==> src/hdl/apsd_pkg.sv <==
`default_nettype none

package apsd_pkg;

  localparam int HISTORY_DEPTH = 4;
  localparam int FILL_W = $clog2(HISTORY_DEPTH + 1);
  localparam int SUM_W = 16 + $clog2(HISTORY_DEPTH + 1);

  localparam logic REQ_SAMPLE = 1'b0;
  localparam logic REQ_TICK = 1'b1;

  localparam logic [2:0] CFG_MIN_PEAK_GAP = 3'd0;
  localparam logic [2:0] CFG_MIN_UPDATE_SWING = 3'd1;
  localparam logic [2:0] CFG_PEAK_LOW = 3'd2;
  localparam logic [2:0] CFG_PEAK_HIGH = 3'd3;
  localparam logic [2:0] CFG_MIN_RISE_COUNT = 3'd4;

  localparam logic [7:0] RST_MIN_PEAK_GAP = 8'd25;
  localparam logic [15:0] RST_MIN_UPDATE_SWING = 16'd2172;
  localparam logic [15:0] RST_PEAK_LOW = 16'd18010;
  localparam logic [15:0] RST_PEAK_HIGH = 16'd32746;
  localparam logic [3:0] RST_MIN_RISE_COUNT = 4'd2;

  localparam logic [15:0] THR_43 = 16'd7184;
  localparam logic [15:0] THR_33 = 16'd5513;
  localparam logic [15:0] THR_23 = 16'd3843;
  localparam logic [15:0] THR_20 = 16'd3341;
  localparam logic [15:0] THR_13 = 16'd2172;

  localparam logic [SUM_W-1:0] SUM_B8 = SUM_W'(13366 * HISTORY_DEPTH);
  localparam logic [SUM_W-1:0] SUM_B7 = SUM_W'(11695 * HISTORY_DEPTH);
  localparam logic [SUM_W-1:0] SUM_B4 = SUM_W'(6683 * HISTORY_DEPTH);
  localparam logic [SUM_W-1:0] SUM_B3 = SUM_W'(5012 * HISTORY_DEPTH);

  typedef struct packed {
    logic req_type;
    logic signed [15:0] accel_x;
    logic signed [15:0] accel_y;
    logic signed [15:0] accel_z;
  } sample_t;

  typedef struct packed {
    logic step_found;
    logic [15:0] magnitude;
    logic [15:0] threshold_now;
  } result_t;

  typedef struct packed {
    logic [7:0] min_peak_gap;
    logic [15:0] min_update_swing;
    logic [15:0] peak_low;
    logic [15:0] peak_high;
    logic [3:0] min_rise_count;
  } cfg_t;

  typedef struct packed {
    logic commit;
    logic is_tick;
    logic [15:0] mag;
  } commit_t;

  // Comparing the history sum against scaled bounds equals grading the floor mean.
  function automatic logic [15:0] grade(input logic [SUM_W-1:0] sum);
    logic [15:0] thr;
    if (sum >= SUM_B8) begin
      thr = THR_43;
    end else if (sum >= SUM_B7) begin
      thr = THR_33;
    end else if (sum >= SUM_B4) begin
      thr = THR_23;
    end else if (sum >= SUM_B3) begin
      thr = THR_20;
    end else begin
      thr = THR_13;
    end
    return thr;
  endfunction

endpackage

`default_nettype wire

==> src/hdl/apsd_sqsum.sv <==
`default_nettype none

module apsd_sqsum (
  input  wire logic               clk,
  input  wire logic               rst,
  input  wire logic               start,
  input  wire logic signed [15:0] x,
  input  wire logic signed [15:0] y,
  input  wire logic signed [15:0] z,
  output logic [31:0]             sum,
  output logic                    done
);

  logic signed [15:0] ax0;
  logic signed [15:0] ax1;
  logic signed [15:0] ax2;
  logic [1:0] cnt;
  logic busy;
  logic [30:0] prod;
  logic signed [31:0] sq_full;

  assign sq_full = ax0 * ax0;

  always_ff @(posedge clk) begin
    if (rst) begin
      busy <= 1'b0;
      done <= 1'b0;
    end else begin
      done <= busy && (cnt == 2'd3);
      if (start) begin
        busy <= 1'b1;
      end else if (busy && (cnt == 2'd3)) begin
        busy <= 1'b0;
      end
    end
  end

  always_ff @(posedge clk) begin
    if (start) begin
      ax0 <= x;
      ax1 <= y;
      ax2 <= z;
      cnt <= 2'd0;
      sum <= 32'd0;
    end else if (busy) begin
      prod <= sq_full[30:0];
      ax0 <= ax1;
      ax1 <= ax2;
      cnt <= cnt + 2'd1;
      if (cnt != 2'd0) begin
        sum <= sum + {1'b0, prod};
      end
    end
  end

endmodule

`default_nettype wire

==> src/hdl/apsd_isqrt.sv <==
`default_nettype none

module apsd_isqrt (
  input  wire logic        clk,
  input  wire logic        rst,
  input  wire logic        start,
  input  wire logic [31:0] radicand,
  output logic [15:0]      root,
  output logic             done
);

  logic [31:0] rad;
  logic [16:0] rem;
  logic [3:0] cnt;
  logic busy;
  logic [18:0] rem_sh;
  logic [18:0] trial;
  logic [18:0] diff;

  // Two radicand bits enter the partial remainder per cycle; one root bit leaves.
  assign rem_sh = {rem, rad[31:30]};
  assign trial = {1'b0, root, 2'b01};
  assign diff = rem_sh - trial;

  always_ff @(posedge clk) begin
    if (rst) begin
      busy <= 1'b0;
      done <= 1'b0;
    end else begin
      done <= busy && (cnt == 4'd15);
      if (start) begin
        busy <= 1'b1;
      end else if (busy && (cnt == 4'd15)) begin
        busy <= 1'b0;
      end
    end
  end

  always_ff @(posedge clk) begin
    if (start) begin
      rad <= radicand;
      rem <= 17'd0;
      root <= 16'd0;
      cnt <= 4'd0;
    end else if (busy) begin
      rad <= {rad[29:0], 2'b00};
      cnt <= cnt + 4'd1;
      if (rem_sh >= trial) begin
        rem <= diff[16:0];
        root <= {root[14:0], 1'b1};
      end else begin
        rem <= rem_sh[16:0];
        root <= {root[14:0], 1'b0};
      end
    end
  end

endmodule

`default_nettype wire

==> src/hdl/apsd_track.sv <==
`default_nettype none

module apsd_track (
  input  wire logic            clk,
  input  wire logic            rst,
  input  wire apsd_pkg::cfg_t  cfg,
  input  wire apsd_pkg::commit_t cmt,
  output apsd_pkg::result_t    res
);

  logic [31:0] tick_count;
  logic [15:0] prev_magnitude;
  logic rising_now;
  logic [3:0] rise_run;
  logic [15:0] valley_value;
  logic [31:0] last_peak_time;
  logic [15:0] step_threshold;
  logic [apsd_pkg::FILL_W-1:0] history_fill;
  logic [apsd_pkg::SUM_W-1:0] history_sum;
  logic [15:0] swing_history [apsd_pkg::HISTORY_DEPTH];

  logic active;
  logic rising;
  logic band_ok;
  logic peak;
  logic [31:0] elapsed;
  logic gap_ok;
  logic [16:0] swing;
  logic swing_ok;
  logic step;
  logic update;
  logic hist_full;
  logic [15:0] step_threshold_next;
  logic [apsd_pkg::SUM_W-1:0] history_sum_next;

  assign active = cmt.is_tick == 1'b0 && prev_magnitude != 16'd0;
  assign rising = cmt.mag >= prev_magnitude;
  assign band_ok = prev_magnitude >= cfg.peak_low && prev_magnitude < cfg.peak_high;
  assign peak = !rising && rising_now && rise_run >= cfg.min_rise_count && band_ok;
  assign elapsed = tick_count - last_peak_time;
  assign gap_ok = elapsed >= {24'd0, cfg.min_peak_gap};
  assign swing = {1'b0, prev_magnitude} - {1'b0, valley_value};
  assign swing_ok = active && peak && gap_ok && !swing[16];
  assign step = swing_ok && swing[15:0] >= step_threshold;
  assign update = swing_ok && swing[15:0] >= cfg.min_update_swing;
  assign hist_full = history_fill == apsd_pkg::FILL_W'(apsd_pkg::HISTORY_DEPTH);

  always_comb begin
    step_threshold_next = step_threshold;
    history_sum_next = history_sum + apsd_pkg::SUM_W'(swing[15:0]);
    if (update && hist_full) begin
      step_threshold_next = apsd_pkg::grade(history_sum);
      history_sum_next = history_sum - apsd_pkg::SUM_W'(swing_history[0])
                         + apsd_pkg::SUM_W'(swing[15:0]);
    end
  end

  assign res.step_found = step;
  assign res.magnitude = cmt.mag;
  assign res.threshold_now = step_threshold_next;

  always_ff @(posedge clk) begin
    if (rst) begin
      tick_count <= 32'd0;
      prev_magnitude <= 16'd0;
      rising_now <= 1'b0;
      rise_run <= 4'd0;
      valley_value <= 16'd0;
      last_peak_time <= 32'd0;
      step_threshold <= apsd_pkg::THR_20;
      history_fill <= '0;
      history_sum <= '0;
    end else if (cmt.commit) begin
      if (cmt.is_tick) begin
        tick_count <= tick_count + 32'd1;
      end else begin
        prev_magnitude <= cmt.mag;
        if (active) begin
          rising_now <= rising;
          if (rising) begin
            if (rise_run != 4'd15) begin
              rise_run <= rise_run + 4'd1;
            end
          end else begin
            rise_run <= 4'd0;
          end
          if (!peak && !rising_now && rising) begin
            valley_value <= prev_magnitude;
          end
          if (step || update) begin
            last_peak_time <= tick_count;
          end
          if (update) begin
            step_threshold <= step_threshold_next;
            history_sum <= history_sum_next;
            if (!hist_full) begin
              history_fill <= history_fill + apsd_pkg::FILL_W'(1);
            end
          end
        end
      end
    end
  end

  always_ff @(posedge clk) begin
    if (cmt.commit && active && update) begin
      for (int i = 0; i < apsd_pkg::HISTORY_DEPTH - 1; i++) begin
        swing_history[i] <= swing_history[i + 1];
      end
      swing_history[apsd_pkg::HISTORY_DEPTH - 1] <= swing[15:0];
    end
  end

endmodule

`default_nettype wire

==> src/hdl/accel_peak_step_detector_top.sv <==
// Step detector for a three-axis accelerometer stream.
// The sample channel carries either a 10 ms tick or a raw sample; each
// transfer yields exactly one transfer on the result channel, in order.
// A result holds the step pulse, the magnitude of the sample (zero for a
// tick) and the dynamic threshold in force after that item.
// A sample passes from its transfer to a valid result through the shared
// squaring multiplier, the two-bit-per-cycle square root and the decision
// step. Only one item is in flight: the next is taken once the result is
// committed and control is idle again; a tick goes to the decision step.
// Configuration writes are taken in any cycle and should be made only while
// no item is in flight.
// The result register frees the input side: a new item is taken while a
// finished result waits. If the receiver stalls, the next item completes
// its computation and then waits, state unchanged, until the register frees.
// Synchronous reset restores the register defaults, clears the tick counter
// and tracking state and sets the threshold to its initial level.
`default_nettype none

module accel_peak_step_detector_top (
  input  wire logic                clk,
  input  wire logic                rst,
  input  wire logic                sample_valid,
  output logic                     sample_ready,
  input  wire apsd_pkg::sample_t   sample,
  output logic                     result_valid,
  input  wire logic                result_ready,
  output apsd_pkg::result_t        result,
  input  wire logic                cfg_valid,
  output logic                     cfg_ready,
  input  wire logic [2:0]          cfg_index,
  input  wire logic [15:0]         cfg_data
);

  localparam logic [1:0] ST_IDLE = 2'd0;
  localparam logic [1:0] ST_MAG = 2'd1;
  localparam logic [1:0] ST_ROOT = 2'd2;
  localparam logic [1:0] ST_DONE = 2'd3;

  logic [1:0] state;
  logic [1:0] state_next;
  logic is_tick;
  apsd_pkg::cfg_t cfg;
  apsd_pkg::commit_t cmt;
  apsd_pkg::result_t res;
  logic sq_start;
  logic sq_done;
  logic [31:0] sq_sum;
  logic rt_done;
  logic [15:0] root;
  logic slot_free;
  logic take;

  assign sample_ready = state == ST_IDLE;
  assign take = sample_valid && sample_ready;
  assign sq_start = take && sample.req_type == apsd_pkg::REQ_SAMPLE;
  assign slot_free = !result_valid || result_ready;
  assign cfg_ready = 1'b1;

  assign cmt.commit = state == ST_DONE && slot_free;
  assign cmt.is_tick = is_tick;
  assign cmt.mag = is_tick ? 16'd0 : root;

  apsd_sqsum u_sqsum (
    .clk   (clk),
    .rst   (rst),
    .start (sq_start),
    .x     (sample.accel_x),
    .y     (sample.accel_y),
    .z     (sample.accel_z),
    .sum   (sq_sum),
    .done  (sq_done)
  );

  apsd_isqrt u_isqrt (
    .clk      (clk),
    .rst      (rst),
    .start    (sq_done && state == ST_MAG),
    .radicand (sq_sum),
    .root     (root),
    .done     (rt_done)
  );

  apsd_track u_track (
    .clk (clk),
    .rst (rst),
    .cfg (cfg),
    .cmt (cmt),
    .res (res)
  );

  always_comb begin
    state_next = state;
    case (state)
      ST_IDLE: begin
        if (take) begin
          state_next = (sample.req_type == apsd_pkg::REQ_TICK) ? ST_DONE : ST_MAG;
        end
      end
      ST_MAG: begin
        if (sq_done) begin
          state_next = ST_ROOT;
        end
      end
      ST_ROOT: begin
        if (rt_done) begin
          state_next = ST_DONE;
        end
      end
      ST_DONE: begin
        if (slot_free) begin
          state_next = ST_IDLE;
        end
      end
      default: begin
        state_next = ST_IDLE;
      end
    endcase
  end

  always_ff @(posedge clk) begin
    if (rst) begin
      state <= ST_IDLE;
      result_valid <= 1'b0;
      cfg.min_peak_gap <= apsd_pkg::RST_MIN_PEAK_GAP;
      cfg.min_update_swing <= apsd_pkg::RST_MIN_UPDATE_SWING;
      cfg.peak_low <= apsd_pkg::RST_PEAK_LOW;
      cfg.peak_high <= apsd_pkg::RST_PEAK_HIGH;
      cfg.min_rise_count <= apsd_pkg::RST_MIN_RISE_COUNT;
    end else begin
      state <= state_next;
      if (cmt.commit) begin
        result_valid <= 1'b1;
      end else if (result_ready) begin
        result_valid <= 1'b0;
      end
      if (cfg_valid && cfg_ready) begin
        case (cfg_index)
          apsd_pkg::CFG_MIN_PEAK_GAP: cfg.min_peak_gap <= cfg_data[7:0];
          apsd_pkg::CFG_MIN_UPDATE_SWING: cfg.min_update_swing <= cfg_data;
          apsd_pkg::CFG_PEAK_LOW: cfg.peak_low <= cfg_data;
          apsd_pkg::CFG_PEAK_HIGH: cfg.peak_high <= cfg_data;
          apsd_pkg::CFG_MIN_RISE_COUNT: cfg.min_rise_count <= cfg_data[3:0];
          default: begin
          end
        endcase
      end
    end
  end

  always_ff @(posedge clk) begin
    if (take) begin
      is_tick <= sample.req_type == apsd_pkg::REQ_TICK;
    end
    if (cmt.commit) begin
      result <= res;
    end
  end

  a_sq_done_in_mag: assert property (@(posedge clk) disable iff (rst)
    sq_done |-> state == ST_MAG)
    else $error("square sum finished outside its state");

  a_rt_done_in_root: assert property (@(posedge clk) disable iff (rst)
    rt_done |-> state == ST_ROOT)
    else $error("square root finished outside its state");

  a_tick_direct: assert property (@(posedge clk) disable iff (rst)
    (take && sample.req_type == apsd_pkg::REQ_TICK) |=> state == ST_DONE && is_tick)
    else $error("tick transfer did not go straight to completion");

  a_commit_frees: assert property (@(posedge clk) disable iff (rst)
    cmt.commit |=> result_valid && state == ST_IDLE)
    else $error("committed item did not reach the result register");

endmodule

`default_nettype wire
==> config.mk <==
export PLATFORM = sky130hd
export DESIGN_NAME = accel_peak_step_detector_top
export DESIGN_NICKNAME = d
export VERILOG_FILES = /design/src/hdl/apsd_pkg.sv /design/src/hdl/apsd_sqsum.sv /design/src/hdl/apsd_isqrt.sv /design/src/hdl/apsd_track.sv /design/src/hdl/accel_peak_step_detector_top.sv
export SDC_FILE = /design/constraint.sdc
export NUM_CORES = 2
export LEC_CHECK = 0
export ABC_AREA = 1
export BUFFER_PORTS_ARGS = -buffer_cell sky130_fd_sc_hd__clkbuf_2
export CORE_ASPECT_RATIO = 0.9
export CORE_MARGIN = 2
export CORE_UTILIZATION = 40
export CTS_BUF_LIST = sky130_fd_sc_hd__clkbuf_8
export DETAILED_ROUTE_END_ITERATION = 16
export PLACE_DENSITY = 0.58
export SLEW_MARGIN = 15
export SYNTH_ARGS = -nofsm -noshare
export SYNTH_HDL_FRONTEND = slang
export SYNTH_SLANG_ARGS = --single-unit
==> constraint.sdc <==
create_clock -name clk -period 7.1 [get_ports clk]
set_input_delay 1.42 -clock clk [delete_from_list [all_inputs] [get_ports clk]]
set_output_delay 1.42 -clock clk [all_outputs]
set_load 0.05 [all_outputs]
### Word level (Yosys, flattened, before mapping)

Memory sizes are Yosys's and may differ from the RTL's.
Cells that the tools add are included.

* memories: 1
* bits of input ports: 73
* memory bits (writable): 64
* flip-flop bits (word level): 422

Memories
* u_track.swing_history: words 4, bits a word 16, read ports 4, clocked after Yosys merged registers in 0, write ports 4, RTL line apsd_track.sv:20 `logic [15:0] swing_history [apsd_pkg::HISTORY_DEPTH];`

* equal/unequal tests: 16
* multiply operators: 1
* bitwise gates (word level): 4
* magnitude comparators: 12
* mux-type cells: 31
* $add $sub $neg: 12
* reduce and logical (&&, ||, !) cells: 53

Operator list (number)
* $mux 16: 9
* $ge 16x16->1: 4
* $mux 32: 2
* $add 19x16->19: 2
* $ge 19x15->1 const B: 2
* $ge 19x16->1 const B: 2
* $add 32x1->32 const B: 1
* $add 32x31->32: 1
* $ge 32x8->1: 1
* $sub 32x32->32: 1
* $mul 16x16->31: 1
* $logic_and 1x1->1: 21
* $reduce_and 4->1: 5
* $ge 19x18->1: 1
* $mux 19: 1
* $sub 19x16->19: 1
* $reduce_and 2->1: 9
* $mux 17: 1
* $sub 16x16->17: 1
* $sub 17x17->17: 1
* $lt 16x16->1: 1
* $reduce_bool 16->1: 1
* $reduce_bool 2->1: 6
* $mux 11: 1
* 24 further kinds: 53

### Depth between registers and ports, before layout

* depth after elaboration: 13
* gate-level depth with buffers: 29
* gate-level depth less buffers: 27

### Cells and area by module

Synthesis repeated with hierarchy kept, for this count alone.

* cells, all modules: 5225
* area total of the unflattened synthesis: 39370.3 um^2

Modules (own cells, without submodules)
* apsd_track: cells each 2266, times used 1, area an instance 15910.3 um^2, seq. area each 4704.5 um^2
* apsd_sqsum: cells each 2013, times used 1, area an instance 15838.9 um^2, seq. area each 3062.9 um^2
* apsd_isqrt: cells each 569, times used 1, area an instance 4042.6 um^2, seq. area each 1741.7 um^2
* accel_peak_step_detector_top: cells each 377, times used 1, area an instance 3578.4 um^2, seq. area each 2282.2 um^2

### Worst setup path after synthesis

Ideal clock, no wire load.

* kind: reg2reg
* start: register u_sqsum.ax0[4]
* end: register u_sqsum.prod[29] (data pin)
* required time: 6842 ps
* setup time: 258 ps
* arrival time: 5927 ps
* stages on the path, launching flop included: 26
* path buffers: 2
* path slack: 916 ps
* path through: edfxtp_1 clkbuf_1 clkbuf_1 nand2_1 fa_1 fa_1 inv_1 fa_1 inv_1 fa_1 fa_1 fa_1 inv_1 ha_1 nand2_1 nor2_1 inv_1 o21ai_0 a31oi_1 o21ai_0 a21oi_1 o21ai_0 nand2_1 nand2_1 a21oi_1 xnor2_1

* cells in the longest elaborated chain, start to end: 1

Ends and longest elaborated chain
* start: declaration: RTL line apsd_sqsum.sv:14 `logic signed [15:0] ax0;`
* start signal: assignment: RTL line apsd_sqsum.sv:40 `ax0 <= x;`
* start signal: assignment: RTL line apsd_sqsum.sv:47 `ax0 <= ax1;`
* $mul 16x16->31: RTL line apsd_sqsum.sv:22 `assign sq_full = ax0 * ax0;`
* net u_sqsum.sq_full[29]: RTL line apsd_sqsum.sv:20 `logic signed [31:0] sq_full;`
* end signal: assignment: RTL line apsd_sqsum.sv:46 `prod <= sq_full[30:0];`
* end: declaration: RTL line apsd_sqsum.sv:19 `logic [30:0] prod;`

The timed path passes the listed nets, and every way through them passes these cells.
A chain may end at the register's enable or synchronous reset.

### Worst setup path after layout

* start: register u_sqsum.ax0[6]
* end: register u_sqsum.prod[29] (data pin)

The elaborated chain is that of the path after synthesis.

==> impl_metrics.toml <==
[die]
ios = 109
die_w_um = 322
core_area_um2 = 90800
row_count = 105
die_height_um = 291
die-area_um2 = 93700
start_util_pct = 40.2

[worst_setup_path]
cp_data_required_time_ps = 7540
crit_start = "u_sqsum.ax0[6]"
path_class = "reg -> reg"
r2r_cells = 24
crit_path_end_kind = "register"
crit_path_end = "u_sqsum.prod[29]"
timing.rr.start = "u_sqsum.ax0[6]"
worstReg2RegEnd = "u_sqsum.prod[29]"
reg2reg_setup_slack_ps = 460
crit_path_start_kind = "register"
worst-path-max-fanout = 10
crit_arrival_ps = 7080

[timing]
clock.fmax_mhz = 151
hold_viol = 0
slew_viol_final = 0
grt_setup_unrepaired = "no"
timing.max_slew.rel_slack_pct = 35.5
worst_pin_slew_ps = 964
period_share_pct = 93.5
finalSetupTns_ps = 0
period_needed_ps = 6640
fin_skew_ps = 54.1
finalSetupViolCount = 0

[synth]
synth.area.top_cells = "edfxtp_1 (17%), dfxtp_1 (15%), fa_1 (14%), ha_1 (11%), nand2_1 (9.5%)"
synthMuxAreaShare_pct = 0
synth-edff-count = 208
ys.flop_type = "dfxtp_1"
synth-compound-area-share_pct = 12.3
synth.lib_cells_used.distinct = 56
synth_top_family_by_area = "adder cells"
synthAdderAreaFrac_pct = 24.6
synth-simple-area-share_pct = 16.6
synth_area_um2 = 36500
yosys.area.top_type = "edfxtp_1"
ys_ff_latch = 485
synthArstFlopShare_pct = 0
yosysWarnings = 0
synth_top_cell_area_share_pct = 17.1
synthCells = 4530
ys_seq_area_share_pct = 32.3
synth_xor_area_share_pct = 3.26
synthesis.nets = 5170
avgSynthCellArea_um2 = 8.06

[routing]
vias = 28700
drtAntennaViolNets = 0
via_per_inst = 4.83
drtPass1Iterations = 5
drc = 0
drt_iter0_drc = 1795
wire_per_inst_um = 15.0
routed_wl_um = 89400

[global_route]
grt_start_max_net_pins = 78
track_usage_pct = 19.4
grt_overflow = 0
grt_pass1_wl_um = 148000
antenna_found_initial = 2
grt_pass1_vias = 28600

[clock_network]
insertion_delay_ps = 700
clk_path_buf_depth = 3
cts_tree = "done"
cts_root_buffer = "clkbuf_8"
postCtsHoldBufs = 0
cts_buffers = 85
cts_resized = 0
cts_max_level = 3
cts_setup_buffers = 0
cts.sinks = 485
path_clk_slew_ps = 70

[finish]
fin_nets = 5288
syn_to_final_growth_pct = 9.87
fin_area_um2 = 40100
fillCellCount = 9185
drive_above_1_share_pct = 6.59
diodes = 0

[worst_hold_path]
worstHoldPathType = "reg -> reg"
min_path_cells = 0

[placement]
place.gp.congestion = 0.885
dpl_cell_area_um2 = 38400
portBuffers = 107
hpwl_um = 69700

[run]
maxCapViolCount = 0

[run_status]
status = "complete, no violations"
[final cells by class]
cell class | instances | area (um2) | area share (%)
Clock inverter | 59 | 352 | 0.877
Sequential cell | 485 | 11800 | 29.4
Multi-Input combinational cell | 3002 | 20700 | 51.7
Clock buffer | 98 | 1350 | 3.36
Timing Repair Buffer | 154 | 888 | 2.22
Inverter | 920 | 3460 | 8.63
Tap cell | 1230 | 1540 | 3.84
[placed cells by master (no fill, tap or decap), types with 25 or more instances in the layout]
cell,instances
inv_1,941
nand2_1,923
a21oi_1,349
ha_1,318
nor2_1,308
o21ai_0,279
dfxtp_1,277
fa_1,249
edfxtp_1,208
nand3_1,107
clkbuf_2,107
clkbuf_8,98
xor2_1,80
xnor2_1,56
nor3_1,50
buf_4,47
nand4_1,39
o21bai_1,37
o211ai_1,34
a31oi_1,25
[through the flow]
step	cells	util, %	setup WS, ps	hold slack [ps]
CTS	5948	44.2	486	410
floorplan	4530	-	916	400
finish	5948	44.2	462	407
detailed placement	5791	42.3	506	405
global route	5948	44.2	51.0	419
global placement	5791	42.3	600	401
[routing by layer]
| metal | routed length, um | GRT usage, % | part of all wire (%) | vias to the layer above |
|---|---|---|---|---|
| li1 | - | - | - | 14700 |
| met3 | 3730 | 2.79 | 4.2 | 138 |
| met4 | 2220 | 5.04 | 2.5 | 2 |
| met1 | 42200 | 26.9 | 47 | 13300 |
| met2 | 41200 | 31.8 | 46 | 517 |
| met5 | 7 | 0 | 0.0078 | - |
[critical path, stage by stage, from the launching register on]
cell and delay, ps:
edfxtp_1 560, buf_4 250, fa_1 530, inv_1 50
fa_1 500, fa_1 510, inv_1 50, fa_1 470
fa_1 550, inv_1 50, fa_1 570, inv_1 50
ha_1 340, a21o_1 190, a21oi_1 190, o21ai_0 100
a31oi_1 330, o21ai_0 140, buf_4 170, a21oi_1 220
o21ai_0 170, nand2_1 80, nand2_1 50, a21oi_1 160
xnor2_1 110
[synth_stat cells (all sizes together) (3+ instances only)]
| cell type | instances |
|---|---|
| nor3 | 52 |
| edfxtp | 208 |
| o21bai | 37 |
| nand3b | 9 |
| nor2 | 319 |
| a21oi | 350 |
| a21o | 10 |
| buf | 24 |
| a211oi | 3 |
| ha | 318 |
| nand2 | 929 |
| o21ai | 298 |
| nand3 | 110 |
| inv | 916 |
| or2 | 4 |
| clkinv | 4 |
| nand4 | 40 |
| a31oi | 25 |
| a221oi | 3 |
| clkbuf | 99 |
| xor2 | 80 |
| o2111ai | 3 |
| o21a | 10 |
| o22ai | 18 |
| o31ai | 8 |
| o211ai | 34 |
| nor4 | 16 |
| xnor2 | 56 |
| fa | 249 |
| dfxtp | 277 |
| a32o | 3 |
| o221ai | 3 |
[worst min-delay path by stage]
stage | from | to | slack, ps
finish | u_track.swing_history[2][8] | u_track.swing_history[1][8] | 410
CTS | u_track.swing_history[2][8] | u_track.swing_history[1][8] | 410
floorplan | u_track.swing_history[1][0] | u_track.swing_history[0][0] | 400
global placement | u_track.swing_history[3][10] | u_track.swing_history[2][10] | 400
global route | u_track.swing_history[2][5] | u_track.swing_history[1][5] | 420
detailed placement | u_track.swing_history[2][8] | u_track.swing_history[1][8] | 400
[registers in the layout, indices dropped and copies added (netlist names), 17 cells and up]
register / cells
u_sqsum.sum: 32
u_isqrt.rad: 32
u_track.last_peak_time: 32
result: 33
u_isqrt.rem: 17
u_track.history_sum: 19
u_sqsum.prod: 30
cfg: 60
u_track.swing_history: 64
u_track.tick_count: 32
[cell families (layout without fill, tap and decap cells)]
kind of cell | Yosys count | after routing
other | 1 | 1
adder cells (fa/ha/maj) | 567 | 567
AND/OR/NAND/NOR | 1483 | 1483
flip-flops | 485 | 485
XOR/XNOR | 136 | 136
AO/OA/AOI/OAI | 815 | 815
buffers and inverters | 1043 | 1231
Power is not shown: default switching activity piles up to over one toggle a cycle in this logic, so the estimate is an artifact.
